===== src/hclp_pkg.sv =====
// ----------------------------------------------------------------------------
// hclp_pkg: shared types and constants for the Content-Length header parser
// Parse phases, number-scanner state, line state, key text and byte codes.
// ----------------------------------------------------------------------------
package hclp_pkg;

  localparam int LengthBitsDef = 32;

  localparam logic [30:0] DefaultLengthRst = 31'd1000000;

  // "Content-Length" is 14 characters long
  localparam logic [3:0] KeyLen = 4'd14;

  localparam logic [7:0] ChColon = 8'h3A;
  localparam logic [7:0] ChLf    = 8'h0A;
  localparam logic [7:0] ChCr    = 8'h0D;
  localparam logic [7:0] ChTab   = 8'h09;
  localparam logic [7:0] ChSpace = 8'h20;
  localparam logic [7:0] ChPlus  = 8'h2B;
  localparam logic [7:0] ChMinus = 8'h2D;
  localparam logic [7:0] ChZero  = 8'h30;
  localparam logic [7:0] ChNine  = 8'h39;

  localparam logic [1:0] PaddrIdxDefault = 2'd0;

  typedef enum logic [1:0] {
    PhHeader,
    PhBody,
    PhDone
  } phase_e;

  typedef enum logic [1:0] {
    NumSkipWs,
    NumDigits,
    NumStopped
  } num_phase_e;

  typedef struct packed {
    num_phase_e phase;
    logic       negative;
  } num_ctl_t;

  typedef struct packed {
    logic       on_status;
    logic       at_line_start;
    logic       name_empty;
    logic       colon_seen;
    logic       skip_colon;
    logic       pending_cr;
    logic [3:0] name_index;
    logic       name_match;
  } line_t;

  localparam line_t LineRst = '{
    on_status: 1'b1, at_line_start: 1'b1, name_empty: 1'b0, colon_seen: 1'b0,
    skip_colon: 1'b0, pending_cr: 1'b0, name_index: 4'd0, name_match: 1'b1
  };

  localparam num_ctl_t NumCtlRst = '{phase: NumSkipWs, negative: 1'b0};

  function automatic logic [7:0] key_char(input logic [3:0] idx);
    logic [7:0] c;
    case (idx)
      4'd0:    c = 8'h43; // C
      4'd1:    c = 8'h6F; // o
      4'd2:    c = 8'h6E; // n
      4'd3:    c = 8'h74; // t
      4'd4:    c = 8'h65; // e
      4'd5:    c = 8'h6E; // n
      4'd6:    c = 8'h74; // t
      4'd7:    c = 8'h2D; // -
      4'd8:    c = 8'h4C; // L
      4'd9:    c = 8'h65; // e
      4'd10:   c = 8'h6E; // n
      4'd11:   c = 8'h67; // g
      4'd12:   c = 8'h74; // t
      4'd13:   c = 8'h68; // h
      default: c = 8'h00;
    endcase
    return c;
  endfunction

  // One name character against the key; any miss clears the match flag.
  function automatic line_t feed_name(input line_t l, input logic [7:0] b);
    line_t r;
    r = l;
    if (l.name_index < KeyLen && b == key_char(l.name_index)) begin
      r.name_index = l.name_index + 4'd1;
    end else begin
      r.name_match = 1'b0;
    end
    return r;
  endfunction

endpackage


===== src/hclp_value_acc.sv =====
// ----------------------------------------------------------------------------
// hclp_value_acc: decimal value scanner for the header value
// atoi-style step: whitespace skip, sign, digits with saturating x10 + d.
// ----------------------------------------------------------------------------
module hclp_value_acc
  import hclp_pkg::*;
#(
  parameter int LengthBits = LengthBitsDef
) (
  input  logic [7:0]                   byte_i,
  input  logic                         feed_i,
  input  num_ctl_t                     ctl_i,
  input  logic [LengthBits-1:0]        value_i,
  output num_ctl_t                     ctl_o,
  output logic [LengthBits-1:0]        value_o,
  output logic signed [LengthBits-1:0] signed_o
);

  localparam logic [LengthBits-1:0] Cap   = {1'b1, {(LengthBits-1){1'b0}}};
  localparam logic [LengthBits-1:0] CapM1 = Cap - 1'b1;

  logic                  is_digit;
  logic                  is_ws;
  logic [LengthBits+3:0] prod;

  assign is_digit = (byte_i >= ChZero) && (byte_i <= ChNine);
  assign is_ws    = (byte_i == ChSpace) || ((byte_i >= ChTab) && (byte_i <= ChCr));

  // value*10 + digit as two shifts and an add
  assign prod = ({4'b0, value_i} << 3) + ({4'b0, value_i} << 1)
              + (LengthBits+4)'(byte_i[3:0]);

  always_comb begin
    ctl_o   = ctl_i;
    value_o = value_i;
    if (feed_i) begin
      case (ctl_i.phase)
        NumSkipWs: begin
          if (!is_ws) begin
            if (byte_i == ChPlus || byte_i == ChMinus) begin
              ctl_o.negative = (byte_i == ChMinus);
              ctl_o.phase    = NumDigits;
            end else if (is_digit) begin
              value_o     = LengthBits'(byte_i[3:0]);
              ctl_o.phase = NumDigits;
            end else begin
              ctl_o.phase = NumStopped;
            end
          end
        end
        NumDigits: begin
          if (is_digit) begin
            value_o = (prod > (LengthBits+4)'(Cap)) ? Cap : prod[LengthBits-1:0];
          end else begin
            ctl_o.phase = NumStopped;
          end
        end
        default: ;
      endcase
    end
  end

  // Negative values wrap naturally down to -cap; positive ones clamp at cap-1
  always_comb begin
    if (ctl_i.negative) begin
      signed_o = -$signed(value_i);
    end else if (value_i > CapM1) begin
      signed_o = $signed(CapM1);
    end else begin
      signed_o = $signed(value_i);
    end
  end

endmodule


===== src/http_header_content_length_parser.sv =====
// ----------------------------------------------------------------------------
// http_header_content_length_parser: HTTP response header scan and body framing
// Result beats are registered: an accepted byte beat's result shows on m_axis in the next cycle.
// Throughput: one byte beat per cycle, header and body alike, while m_axis keeps taking results.
// A result held in the output register stalls s_axis until m_axis takes it.
// Reset (rst_ni low, async): parser returns to the status line of a new
// response, no output pending, default_length back to 1000000.
// ----------------------------------------------------------------------------
module http_header_content_length_parser
  import hclp_pkg::*;
#(
  parameter int LengthBits = LengthBitsDef
) (
  input  logic        clk_i,
  input  logic        rst_ni,
  // byte stream in
  input  logic        s_axis_tvalid,
  output logic        s_axis_tready,
  input  logic [7:0]  s_axis_tdata,  // [7:0] data_byte
  input  logic        s_axis_tuser,  // new_message
  // results out
  output logic        m_axis_tvalid,
  input  logic        m_axis_tready,
  output logic [47:0] m_axis_tdata,  // [31:0] content_length, [32] length_found,
                                     // [40:33] body_byte, [47:41] zero
  output logic        m_axis_tuser,  // kind: 0 header report, 1 body byte
  output logic        m_axis_tlast,  // last_body
  // configuration
  input  logic        psel,
  input  logic        penable,
  input  logic        pwrite,
  input  logic [2:0]  paddr,
  input  logic [31:0] pwdata,
  output logic [31:0] prdata,
  output logic        pready
);

  // Effective length holds either the parsed length or the 31-bit default.
  localparam int EffBits = (LengthBits > 32) ? LengthBits : 32;
  localparam logic [LengthBits-1:0] Cap = {1'b1, {(LengthBits-1){1'b0}}};

  // --------------------------------------------------------------------------
  // Configuration register
  // --------------------------------------------------------------------------
  logic [30:0] default_q;
  logic        cfg_wr;

  assign pready = 1'b1;
  assign cfg_wr = psel && penable && pwrite && pready && (paddr[2] == PaddrIdxDefault[0]);
  assign prdata = (paddr[2] == PaddrIdxDefault[0]) ? {1'b0, default_q} : 32'd0;

  always_ff @(posedge clk_i or negedge rst_ni) begin
    if (!rst_ni) begin
      default_q <= DefaultLengthRst;
    end else if (cfg_wr) begin
      default_q <= pwdata[30:0];
    end
  end

  // --------------------------------------------------------------------------
  // Parse state
  // --------------------------------------------------------------------------
  phase_e                      phase_q, phase_d;
  line_t                       line_q, line_d;
  num_ctl_t                    num_ctl_q, num_ctl_d;
  logic [LengthBits-1:0]       num_value_q, num_value_d;
  logic                        found_q, found_d;
  logic signed [LengthBits-1:0] blen_q, blen_d;
  logic signed [EffBits-1:0]   eff_q, eff_d;
  logic [EffBits-1:0]          count_q, count_d;

  // new_message restarts the parse before the byte is looked at
  phase_e                      cur_phase;
  line_t                       cur_line;
  num_ctl_t                    cur_ctl;
  logic [LengthBits-1:0]       cur_value;
  logic                        cur_found;
  logic signed [LengthBits-1:0] cur_blen;
  logic [EffBits-1:0]          cur_count;

  logic [7:0] b;
  logic       s_acc;
  logic       is_colon;
  logic       is_eol;
  logic       feed_en;
  logic       body_last;

  num_ctl_t                     acc_ctl;
  logic [LengthBits-1:0]        acc_value;
  logic signed [LengthBits-1:0] acc_signed;

  // output register
  logic        out_valid_q;
  logic        res_valid;
  logic        res_kind;
  logic [31:0] res_len;
  logic        res_found;
  logic [7:0]  res_byte;
  logic        res_last;
  logic        kind_q, found_out_q, last_q;
  logic [31:0] len_q;
  logic [7:0]  byte_q;

  assign b             = s_axis_tdata;
  assign s_axis_tready = !out_valid_q || m_axis_tready;
  assign s_acc         = s_axis_tvalid && s_axis_tready;

  assign cur_phase = s_axis_tuser ? PhHeader : phase_q;
  assign cur_line  = s_axis_tuser ? LineRst : line_q;
  assign cur_ctl   = s_axis_tuser ? NumCtlRst : num_ctl_q;
  assign cur_value = s_axis_tuser ? '0 : num_value_q;
  assign cur_found = s_axis_tuser ? 1'b0 : found_q;
  assign cur_blen  = s_axis_tuser ? '0 : blen_q;
  assign cur_count = s_axis_tuser ? '0 : count_q;

  // first colon of a line, and LF right after CR
  assign is_colon = (b == ChColon) && !cur_line.colon_seen;
  assign is_eol   = (b == ChLf) && cur_line.pending_cr;
  assign feed_en  = (cur_phase == PhHeader) && !is_colon && !is_eol
                  && cur_line.colon_seen && !cur_line.skip_colon;

  assign body_last = ((cur_count + 1'b1) == $unsigned(eff_q));

  hclp_value_acc #(
    .LengthBits(LengthBits)
  ) u_value_acc (
    .byte_i   (b),
    .feed_i   (feed_en),
    .ctl_i    (cur_ctl),
    .value_i  (cur_value),
    .ctl_o    (acc_ctl),
    .value_o  (acc_value),
    .signed_o (acc_signed)
  );

  always_comb begin
    phase_d     = phase_q;
    line_d      = line_q;
    num_ctl_d   = num_ctl_q;
    num_value_d = num_value_q;
    found_d     = found_q;
    blen_d      = blen_q;
    eff_d       = eff_q;
    count_d     = count_q;
    res_valid   = 1'b0;
    res_kind    = 1'b0;
    res_len     = eff_q[31:0];
    res_found   = found_q;
    res_byte    = 8'd0;
    res_last    = 1'b0;
    if (s_acc) begin
      phase_d     = cur_phase;
      line_d      = cur_line;
      num_ctl_d   = acc_ctl;
      num_value_d = acc_value;
      found_d     = cur_found;
      blen_d      = cur_blen;
      count_d     = cur_count;
      case (cur_phase)
        PhBody: begin
          // body bytes pass straight through, counted against the length
          count_d   = cur_count + 1'b1;
          res_valid = 1'b1;
          res_kind  = 1'b1;
          res_byte  = b;
          res_last  = body_last;
          if (body_last) begin
            phase_d = PhDone;
          end
        end
        PhHeader: begin
          if (is_colon) begin
            // a CR held back before the colon belongs to the name
            if (cur_line.pending_cr) begin
              line_d = feed_name(line_d, ChCr);
            end
            if (cur_line.at_line_start && !cur_line.pending_cr) begin
              line_d.name_empty = 1'b1;
            end
            line_d.colon_seen    = 1'b1;
            line_d.skip_colon    = 1'b1;
            line_d.pending_cr    = 1'b0;
            line_d.at_line_start = 1'b0;
          end else if (is_eol) begin
            if (cur_line.name_empty || cur_line.at_line_start) begin
              // blank line or leading colon: header done, report the length
              eff_d = cur_found ? EffBits'(cur_blen) : EffBits'(default_q);
              res_valid = 1'b1;
              res_len   = eff_d[31:0];
              res_found = cur_found;
              count_d   = '0;
              if (!eff_d[EffBits-1] && (eff_d != '0)) begin
                phase_d = PhBody;
              end else begin
                phase_d  = PhDone;
                res_last = 1'b1;
              end
            end else begin
              if (!cur_line.on_status && cur_line.name_match
                  && (cur_line.name_index == KeyLen)) begin
                found_d = 1'b1;
                blen_d  = acc_signed;
              end
              line_d           = LineRst;
              line_d.on_status = 1'b0;
              num_ctl_d        = NumCtlRst;
              num_value_d      = '0;
            end
          end else begin
            if (!cur_line.colon_seen) begin
              if (cur_line.pending_cr) begin
                line_d = feed_name(line_d, ChCr);
              end
              if (b != ChCr) begin
                line_d = feed_name(line_d, b);
              end
            end else if (cur_line.skip_colon) begin
              line_d.skip_colon = 1'b0;
            end
            line_d.at_line_start = cur_line.at_line_start && !cur_line.pending_cr
                                 && (b == ChCr);
            line_d.pending_cr    = (b == ChCr);
          end
        end
        default: ;
      endcase
    end
  end

  always_ff @(posedge clk_i or negedge rst_ni) begin
    if (!rst_ni) begin
      phase_q     <= PhHeader;
      line_q      <= LineRst;
      num_ctl_q   <= NumCtlRst;
      num_value_q <= '0;
      found_q     <= 1'b0;
      blen_q      <= '0;
      eff_q       <= '0;
      count_q     <= '0;
    end else begin
      phase_q     <= phase_d;
      line_q      <= line_d;
      num_ctl_q   <= num_ctl_d;
      num_value_q <= num_value_d;
      found_q     <= found_d;
      blen_q      <= blen_d;
      eff_q       <= eff_d;
      count_q     <= count_d;
    end
  end

  // --------------------------------------------------------------------------
  // Output register
  // --------------------------------------------------------------------------
  always_ff @(posedge clk_i or negedge rst_ni) begin
    if (!rst_ni) begin
      out_valid_q <= 1'b0;
    end else if (s_acc && res_valid) begin
      out_valid_q <= 1'b1;
    end else if (m_axis_tready) begin
      out_valid_q <= 1'b0;
    end
  end

  always_ff @(posedge clk_i) begin
    if (s_acc && res_valid) begin
      kind_q      <= res_kind;
      len_q       <= res_len;
      found_out_q <= res_found;
      byte_q      <= res_byte;
      last_q      <= res_last;
    end
  end

  assign m_axis_tvalid = out_valid_q;
  assign m_axis_tuser  = kind_q;
  assign m_axis_tlast  = last_q;
  assign m_axis_tdata  = {7'd0, byte_q, found_out_q, len_q};

  // --------------------------------------------------------------------------
  // Assertions
  // --------------------------------------------------------------------------
  a_name_index_range : assert property (@(posedge clk_i) disable iff (!rst_ni)
    line_q.name_index <= KeyLen)
    else $error("name index ran past the key");

  a_number_capped : assert property (@(posedge clk_i) disable iff (!rst_ni)
    num_value_q <= Cap)
    else $error("number value above saturation cap");

  a_body_count_below_len : assert property (@(posedge clk_i) disable iff (!rst_ni)
    phase_q == PhBody |-> (!eff_q[EffBits-1] && (count_q < $unsigned(eff_q))))
    else $error("body count reached length while still in body");

  a_last_body_ends : assert property (@(posedge clk_i) disable iff (!rst_ni)
    (s_acc && cur_phase == PhBody && body_last) |=>
      (phase_q == PhDone && out_valid_q && m_axis_tlast))
    else $error("final body byte did not close the message");

endmodule


===== config.mk =====
export PLATFORM = sky130hd
export DESIGN_NAME = http_header_content_length_parser
export DESIGN_NICKNAME = d
export VERILOG_FILES = /design/src/hclp_pkg.sv /design/src/hclp_value_acc.sv /design/src/http_header_content_length_parser.sv
export SDC_FILE = /design/constraint.sdc
export NUM_CORES = 1
export LEC_CHECK = 0
export ABC_AREA = 1
export BUFFER_PORTS_ARGS = -buffer_cell sky130_fd_sc_hd__buf_2
export CAP_MARGIN = 20
export CORE_MARGIN = 4
export CORE_UTILIZATION = 62
export DETAILED_ROUTE_END_ITERATION = 8
export GPL_TIMING_DRIVEN = 0
export PLACE_DENSITY = 0.91
export REMOVE_ABC_BUFFERS = 1
export SYNTH_ARGS = -nofsm -noshare
export SYNTH_HDL_FRONTEND = slang
export SYNTH_SLANG_ARGS = --single-unit

===== constraint.sdc =====
create_clock -name clk_i -period 3.8 [get_ports clk_i]
set_clock_uncertainty 0.2 [all_clocks]
set_input_delay 0.38 -clock clk_i [delete_from_list [all_inputs] [get_ports clk_i]]
set_output_delay 0.38 -clock clk_i [all_outputs]
set_load 0.1 [all_outputs]

---- After elaboration in Yosys (flattened, before gate mapping) ----
Memories as Yosys holds them, arrays and structs flattened.
Index checks and enable logic that the tools add are counted.
W data, S select, Z words.
operators by class
  add/sub/neg operators ................... 6
  $mul .................................... 0
  divide/modulo/power cells ............... 0
  magnitude comparators ................... 8
  equality and inequality tests ........... 14
  shift-type cells ........................ 0
  mux-type cells .......................... 115
  bitwise logic cells ..................... 1
  reductions and logical operators ........ 38
operators by type and width
  kind                     count
  $mux W32                 29
  $mux W8                  16
  $pmux W32 S2             2
  $mux W11                 10
  $add A35 B33 Y36         1
  $add A36 B4 Y36          1
  $gt A36 B32 Y1 const B   1
  $add A32 B1 Y32 const B  1
  $eq A32 B32 Y1           1
  $eq A8 B6 Y1 const B     4
  $gt A32 B31 Y1 const B   1
  $neg A32 Y32             1
  $reduce_bool A32 Y1      1
  $mux W31                 1
  $mux W1                  29
  $logic_and A1 B1 Y1      21
  $mux W3                  7
  $mux W2                  9
  $eq A4 B8 Y1 const A     2
  $eq A8 B4 Y1 const B     2
  $mux W4                  4
  $mux W5                  3
  $add A4 B1 Y4 const B    2
  $eq A8 B8 Y1             1
  17 further kinds         32
storage, ports and cells
  flip-flop bits (word level) ............. 220
  bits in latches ......................... 0
  RAM bits ................................ 0
  memory bits (read-only) ................. 336
  output and inout port bits .............. 85
  memories kept ........................... 3
memories
  name              words  width  read ports  clocked after Yosys merged registers in  wr ports  RTL line        text
  (name not given)  16     7      1           0                                        0         hclp_pkg.sv:63  case (idx)
  (name not given)  16     7      1           0                                        0         hclp_pkg.sv:63
  (name not given)  16     7      1           0                                        0         hclp_pkg.sv:63

---- Logic depth before layout (Yosys ltp) ----
An unclocked memory read counts as a cell.
  depth in word-level cells ............... 32
  mapped depth ............................ 31
  depth with buffers taken out ............ 30

---- Cells and area by module ----
From an unflattened synthesis, not the netlist that was laid out.
unflattened totals
  cell total of the unflattened synthesis .. 2,660
  area total of the unflattened synthesis .. 17,291.6 um^2
modules (own cells, without submodules)
  module                             instances  cells each  area each (um^2)  seq. area each (um^2)
  http_header_content_length_parser  1          1,599       12,009.0          5,733.0
  hclp_value_acc                     1          1,061       5,282.6           0.0

---- Least setup slack after synthesis ----
Ideal clock, no wire load.
  path type ............................... reg-to-reg
  start point ............................. register out_valid_q (netlist: m_axis_tvalid)
  end point ............................... register byte_q[0] (enable)
  setup time .............................. 551 ps
  data arrival time ....................... 3,669 ps
  required time ........................... 3,049 ps
  setup slack ............................. -620 ps
  cell stages (with the launch flop) ...... 8
  cell sequence ........................... dfrtp_1 nand2_1 nand2_1 nor2_2 nand2_2 buf_4 buf_2 nand2_1
on the way
  cells in the longest elaborated chain, start to end .. 5
RTL lines
  element                 RTL line                                  text
  start, declared         http_header_content_length_parser.sv:93   logic out_valid_q;
  start signal, assigned  http_header_content_length_parser.sv:257  out_valid_q <= 1'b0;
  start signal, assigned  http_header_content_length_parser.sv:259  out_valid_q <= 1'b1;
  start signal, assigned  http_header_content_length_parser.sv:261  out_valid_q <= 1'b0;
  $logic_not A1 Y1 *      http_header_content_length_parser.sv:105  assign s_axis_tready = !out_valid_q || m_axis_tready;
  $logic_or A1 B1 Y1 *    http_header_content_length_parser.sv:105
  net s_axis_tready       http_header_content_length_parser.sv:18   output logic s_axis_tready,
  $logic_and A1 B1 Y1 *   http_header_content_length_parser.sv:106  assign s_acc = s_axis_tvalid && s_axis_tready;
  $mux W1                 http_header_content_length_parser.sv:151  if (s_acc) begin
  $logic_and A1 B1 Y1 *   http_header_content_length_parser.sv:266  if (s_acc && res_valid) begin
  end signal, assigned    http_header_content_length_parser.sv:270  byte_q <= res_byte;
  end, declared           http_header_content_length_parser.sv:102  logic [7:0] byte_q;
Mark *: on every way through the listed nets, which the timed path passes. The rest lies on a longest branch.
A chain may end at the register's enable or synchronous reset.

---- Worst setup path in the final report ----
  start point ............................. register line_q[5] in the netlist's numbering
  end point ............................... register count_q[5]
on the way
  cells in the longest elaborated chain, start to end .. 5
RTL lines
  element                 RTL line                                  text
  start, declared         http_header_content_length_parser.sv:64   line_t line_q, line_d;
  start signal, assigned  http_header_content_length_parser.sv:233  line_q <= LineRst;
  start signal, assigned  http_header_content_length_parser.sv:242  line_q <= line_d;
  $mux W11                http_header_content_length_parser.sv:109  assign cur_line = s_axis_tuser ? LineRst : line_q;
  $logic_and A1 B1 Y1     http_header_content_length_parser.sv:118  assign is_eol = (b == ChLf) && cur_line.pending_cr;
  $mux W32                http_header_content_length_parser.sv:184  end else if (is_eol) begin
  $mux W32                http_header_content_length_parser.sv:172  if (is_colon) begin
  $pmux W32 S2            http_header_content_length_parser.sv:159  case (cur_phase)
  end signal, assigned    http_header_content_length_parser.sv:248  count_q <= count_d;
  end, declared           http_header_content_length_parser.sv:70   logic [EffBits-1:0] count_q, count_d;
No other way between the ends.

==> impl_summary.txt <==
----------------------------------------------------
[Min path]
  Hold Path Class ... primary input to register
  Endpoint with the worst hold slack ... byte_q[5]
  Cell count of the worst hold path ... 3
  Origin of the worst min-delay path ... s_axis_tdata[5]

[Route]
  Detailed-route wire length per cell ... 19.4 um
  Vias ... 19550
  Total Routed Length ... 61.2 mm
  Routed vias/inst ... 6.18
  Number of remaining DRC errors ... 0
  Pre-antenna DRT Iters ... 7
  Number of nets still failing antenna checks after routing ... 0
  Starting DRT DRC Count ... 2847

[Critical path]
  Type of element capturing the critical path ... register
  Setup slack on the worst flop-to-flop path ... 0.02 ns
  Chain of cells forming the critical path ... inv_1 -> nor2_1 -> inv_1 -> nor3_2 -> inv_2 -> nor2_4 -> inv_2 -> nand2_1 -> nand2_1 -> a21oi_4 -> o21ai_0
  Dominant delay contributor by cell family on the critical path ... simple AND/OR/NAND/NOR gates
  Critical Path Max Stage Delay ... 0.52 ns
  Required time reported for the critical path endpoint ... 4.03 ns
  Kind of critical path ... register to register
  Buffers & Inverters on Critical Path ... 4
  Critical-path maximum fanout ... 15
  Arr. time, crit path ... 4.00 ns
  Reg2reg path depth ... 11
  R2r startpoint ... line_q[5]
  Type of origin of the critical path ... register
  Max stage delay cell, worst path ... a21oi_4
  R2R Path End ... count_q[5]

[Clock tree]
  Clock buffers created by TritonCTS ... 25
  TritonCTS clock tree ... done
  Clock transition at the register clock pins on the worst setup and hold paths after CTS ... 0.07 ns
  Skew-Pair Late Insertion Delay ... 0.57 ns
  Maximum buffer depth of the clock tree ... 3
  Max H-tree Level ... 1
  Root buffer cell ... clkbuf_16
  Clk sinks ... 220

[Yosys]
  Async set or reset register ratio after synthesis ... 80.5%
  Yosys reg bits ... 220
  Number of flops mapped to enable cells by yosys ... 43
  Area share of fa/ha/maj cells after synthesis ... 5.23%
  Post-Synth XOR/XNOR Area ... 0.858%
  Area fraction in compound gates after synthesis ... 13.6%
  Synthesized area per cell ... 6.60 um^2
  Seq/Total Area, Yosys ... 33.0%
  Portion of netlist area occupied by mux cells ... 1.04%
  Combinational family with the most area after synthesis ... simple AND/OR/NAND/NOR gates
  Synthesized area ... 17400 um^2
  Cells after synthesis ... 2630
  Simple-Gate Fraction of Synth Area ... 35.1%
  Ys flop type ... dfrtp_1
  Synthesis warning total ... 0
  Number of distinct standard cells referenced by the synthesized netlist ... 59

[Placement]
  Pre-CTS WS ... -1.89 ns
  Final weighted congestion in routability-driven placement ... 1.02
  Detailed placer's ending HPWL ... 40.5 mm
  PortBufs ... 123

[Floorplanning]
  Die Footprint ... 30700 um^2
  Height of the chip ... 175 um
  Starting Density ... 63.7%
  Placement row count ... 60
  Total core area ... 27300 um^2
  Die width ... 175 um
  IO Pins ... 136

[Power and ir drop]
  PD cells ... 365 nW/um^2
  Worst VDD drop ... 392 uV
  Static Leakage ... 9.94 nW

[Timing]
  Clock period minus final worst setup slack ... 3.78 ns
  Worst slack on hold paths ... 0.00860 ns
  Final setup margin ... 0.0214 ns
  Least-Margin Pin Slew ... 1.01 ns
  Hold violation total from the final report ... 0
  Setup violation total in the final timing report ... 0
  Final period utilization ... 99.4%
  RSZ-0062 raised after global routing ... yes
  Max Freq ... 265 MHz
  Pins Over Slew Limit ... 0
  Worst max-slew margin expressed relative to the limit ... 32.8%

[Final layout]
  Layout Area Growth over Synthesis ... 18.2%
  Ratio of cells with drive above 1 in the final layout ... 16.1%
  Layout fillers ... 1980
  Final-stage net count ... 2894

[Flow run]
  Maxcap violations ... 0

[Global route]
  Overall track demand over capacity in global routing ... 37.2%
  Wire length of the first global-routing pass ... 93.6 mm
  Maximum number of pins on one net before global-route repair ... 109
  Number of antenna violations at the first check in global routing ... 0
  Remaining Overflow, GRT ... 0
  Number of global-route vias before repair ... 18608

[Run status]
  Result of the run ... finished, final reports clean

----------------------------------------------------
repair_timing:
item / 4_1_cts / 5_1_grt
endpoints found under the hold margin: 138 / 0
endpoints found under the setup margin: 100 / 79
gates resized for setup: 50 / 126
buffers inserted: 13 / 17
pin swaps: 5 / 27
hold buffers: 37 / 0
gates cloned: 6 / 1
power breakdown:
part	internal, mW	switching [mW]	total, mW	leakage, nW
Sequential	2.56	0.105	2.67	2.76
Clock	1.47	1.10	2.57	0.405
Combinational	0.658	1.60	2.26	6.77
Total	4.69	2.80	7.50	9.94
tightest hold or removal path, cell delays in order:
cell,delay (ns)
buf_2,0.11
inv_1,0.07
nor2_1,0.10
layout make-up:
class / instances / area, um^2 / share of cell area, %
Multi-Input combinational cell: 1949 / 10400 / 50.9
Clock inverter: 15 / 186 / 0.908
Clock buffer: 31 / 668 / 3.26
Sequential cell: 220 / 5730 / 27.9
Inverter: 370 / 1410 / 6.87
Antenna cell: 1 / 2.50 / 0.0122
Tap cell: 372 / 465 / 2.27
Timing Repair Buffer: 205 / 1620 / 7.88
metal layers:
metal  GRT usage (%)  part of all wire, %
met1            44.9                   36
met2            63.2                   47
met3            4.99                   10
met4            22.7                  7.6
met5               0                    0
synth_stat cells (14+ instances only):
cell type | count | area, um^2
nand3b_1 | 24 | 180
edfxtp_1 | 43 | 1290
nor2_1 | 305 | 1140
ha_1 | 71 | 888
buf_4 | 16 | 120
o21ai_0 | 114 | 571
nand3_1 | 190 | 951
xor2_1 | 14 | 123
mux2_2 | 14 | 158
dfrtp_1 | 167 | 4180
inv_1 | 351 | 1320
buf_2 | 27 | 135
clkbuf_1 | 50 | 188
o21ai_1 | 22 | 110
nor3_1 | 23 | 115
inv_2 | 18 | 67.6
o22ai_1 | 27 | 169
a21oi_1 | 177 | 886
nor2_2 | 32 | 200
nand4_1 | 46 | 288
nand2_1 | 736 | 2760
o211ai_1 | 20 | 150
kinds of logic (layout without fill, tap and decap cells):
family                     after synthesis  in the layout
AOI/OAI and AO/OA                      422            422
xor gates and xnor gates                17             17
adders and majority gates               72             72
buffers and inverters                  472            621
DFF                                    220            220
muxes                                   16             16
other                                    2             10
and+or+nand+nor                       1409           1413
flip-flops by register name, indices dropped and copies added (netlist names):
name,count
blen_q,32
count_q,32
eff_q,32
len_q,32
num_value_q,32
default_q,31
line_q,11
byte_q,8
num_ctl_q,3
phase_q,2
found_out_q,1
found_q,1
m_axis_tlast,1
m_axis_tuser,1
m_axis_tvalid,1
layout by cell type (no fill, tap or decap), drive strengths merged, types with 4 or more instances in the layout:
master | Yosys | final
and2 | 3 | 4
nand3 | 194 | 194
nor3 | 31 | 32
o31ai | 4 | 4
or2 | 4 | 4
dfrtp | 167 | 167
a21oi | 178 | 178
o221ai | 9 | 9
clkinvlp | 0 | 5
ha | 71 | 71
nor2 | 349 | 350
nand4 | 46 | 46
buf | 52 | 166
clkinv | 1 | 7
edfxtp | 43 | 43
nor4 | 13 | 13
nand3b | 24 | 24
a22oi | 13 | 13
clkbuf | 50 | 31
dlygate4sd3 | 0 | 37
mux2 | 16 | 16
o211ai | 20 | 20
o21a | 4 | 4
conb | 2 | 9
o21ai | 137 | 137
nand2 | 743 | 744
xor2 | 14 | 14
dfstp | 10 | 10
o22ai | 27 | 27
a31oi | 11 | 11
inv | 369 | 370
how the worst max path moves through the flow:
stage,from,end,slack (ns),depth (start not counted)
floorplan,m_axis_tvalid,byte_q[0],-2.22,5
global placement,s_axis_tuser,num_value_q[27],-3.89,20
detailed placement,s_axis_tuser,num_value_q[27],-1.89,20
CTS,num_value_q[5],num_value_q[15],0.006,23
global route,num_value_q[19],num_value_q[15],-0.09,18
finish,line_q[5],count_q[5],0.02,11
stage by stage:
stage | setup TNS (ns) | instances | total power [mW] | area [um^2] | utilization [%]
after floorplan | -277.84 | 2535 | 4.04 | 16900 | -
after global placement | -719.70 | 3030 | 4.47 | 17900 | 65.8
after detailed placement | -157.36 | 3039 | 4.54 | 18200 | 66.7
after CTS | 0 | 3141 | 7.21 | 19800 | 72.6
after global routing | -1.01 | 3162 | 7.75 | 20500 | 75.3
final | 0 | 3163 | 7.50 | 20500 | 75.3
(Power assumes the default switching activity.)
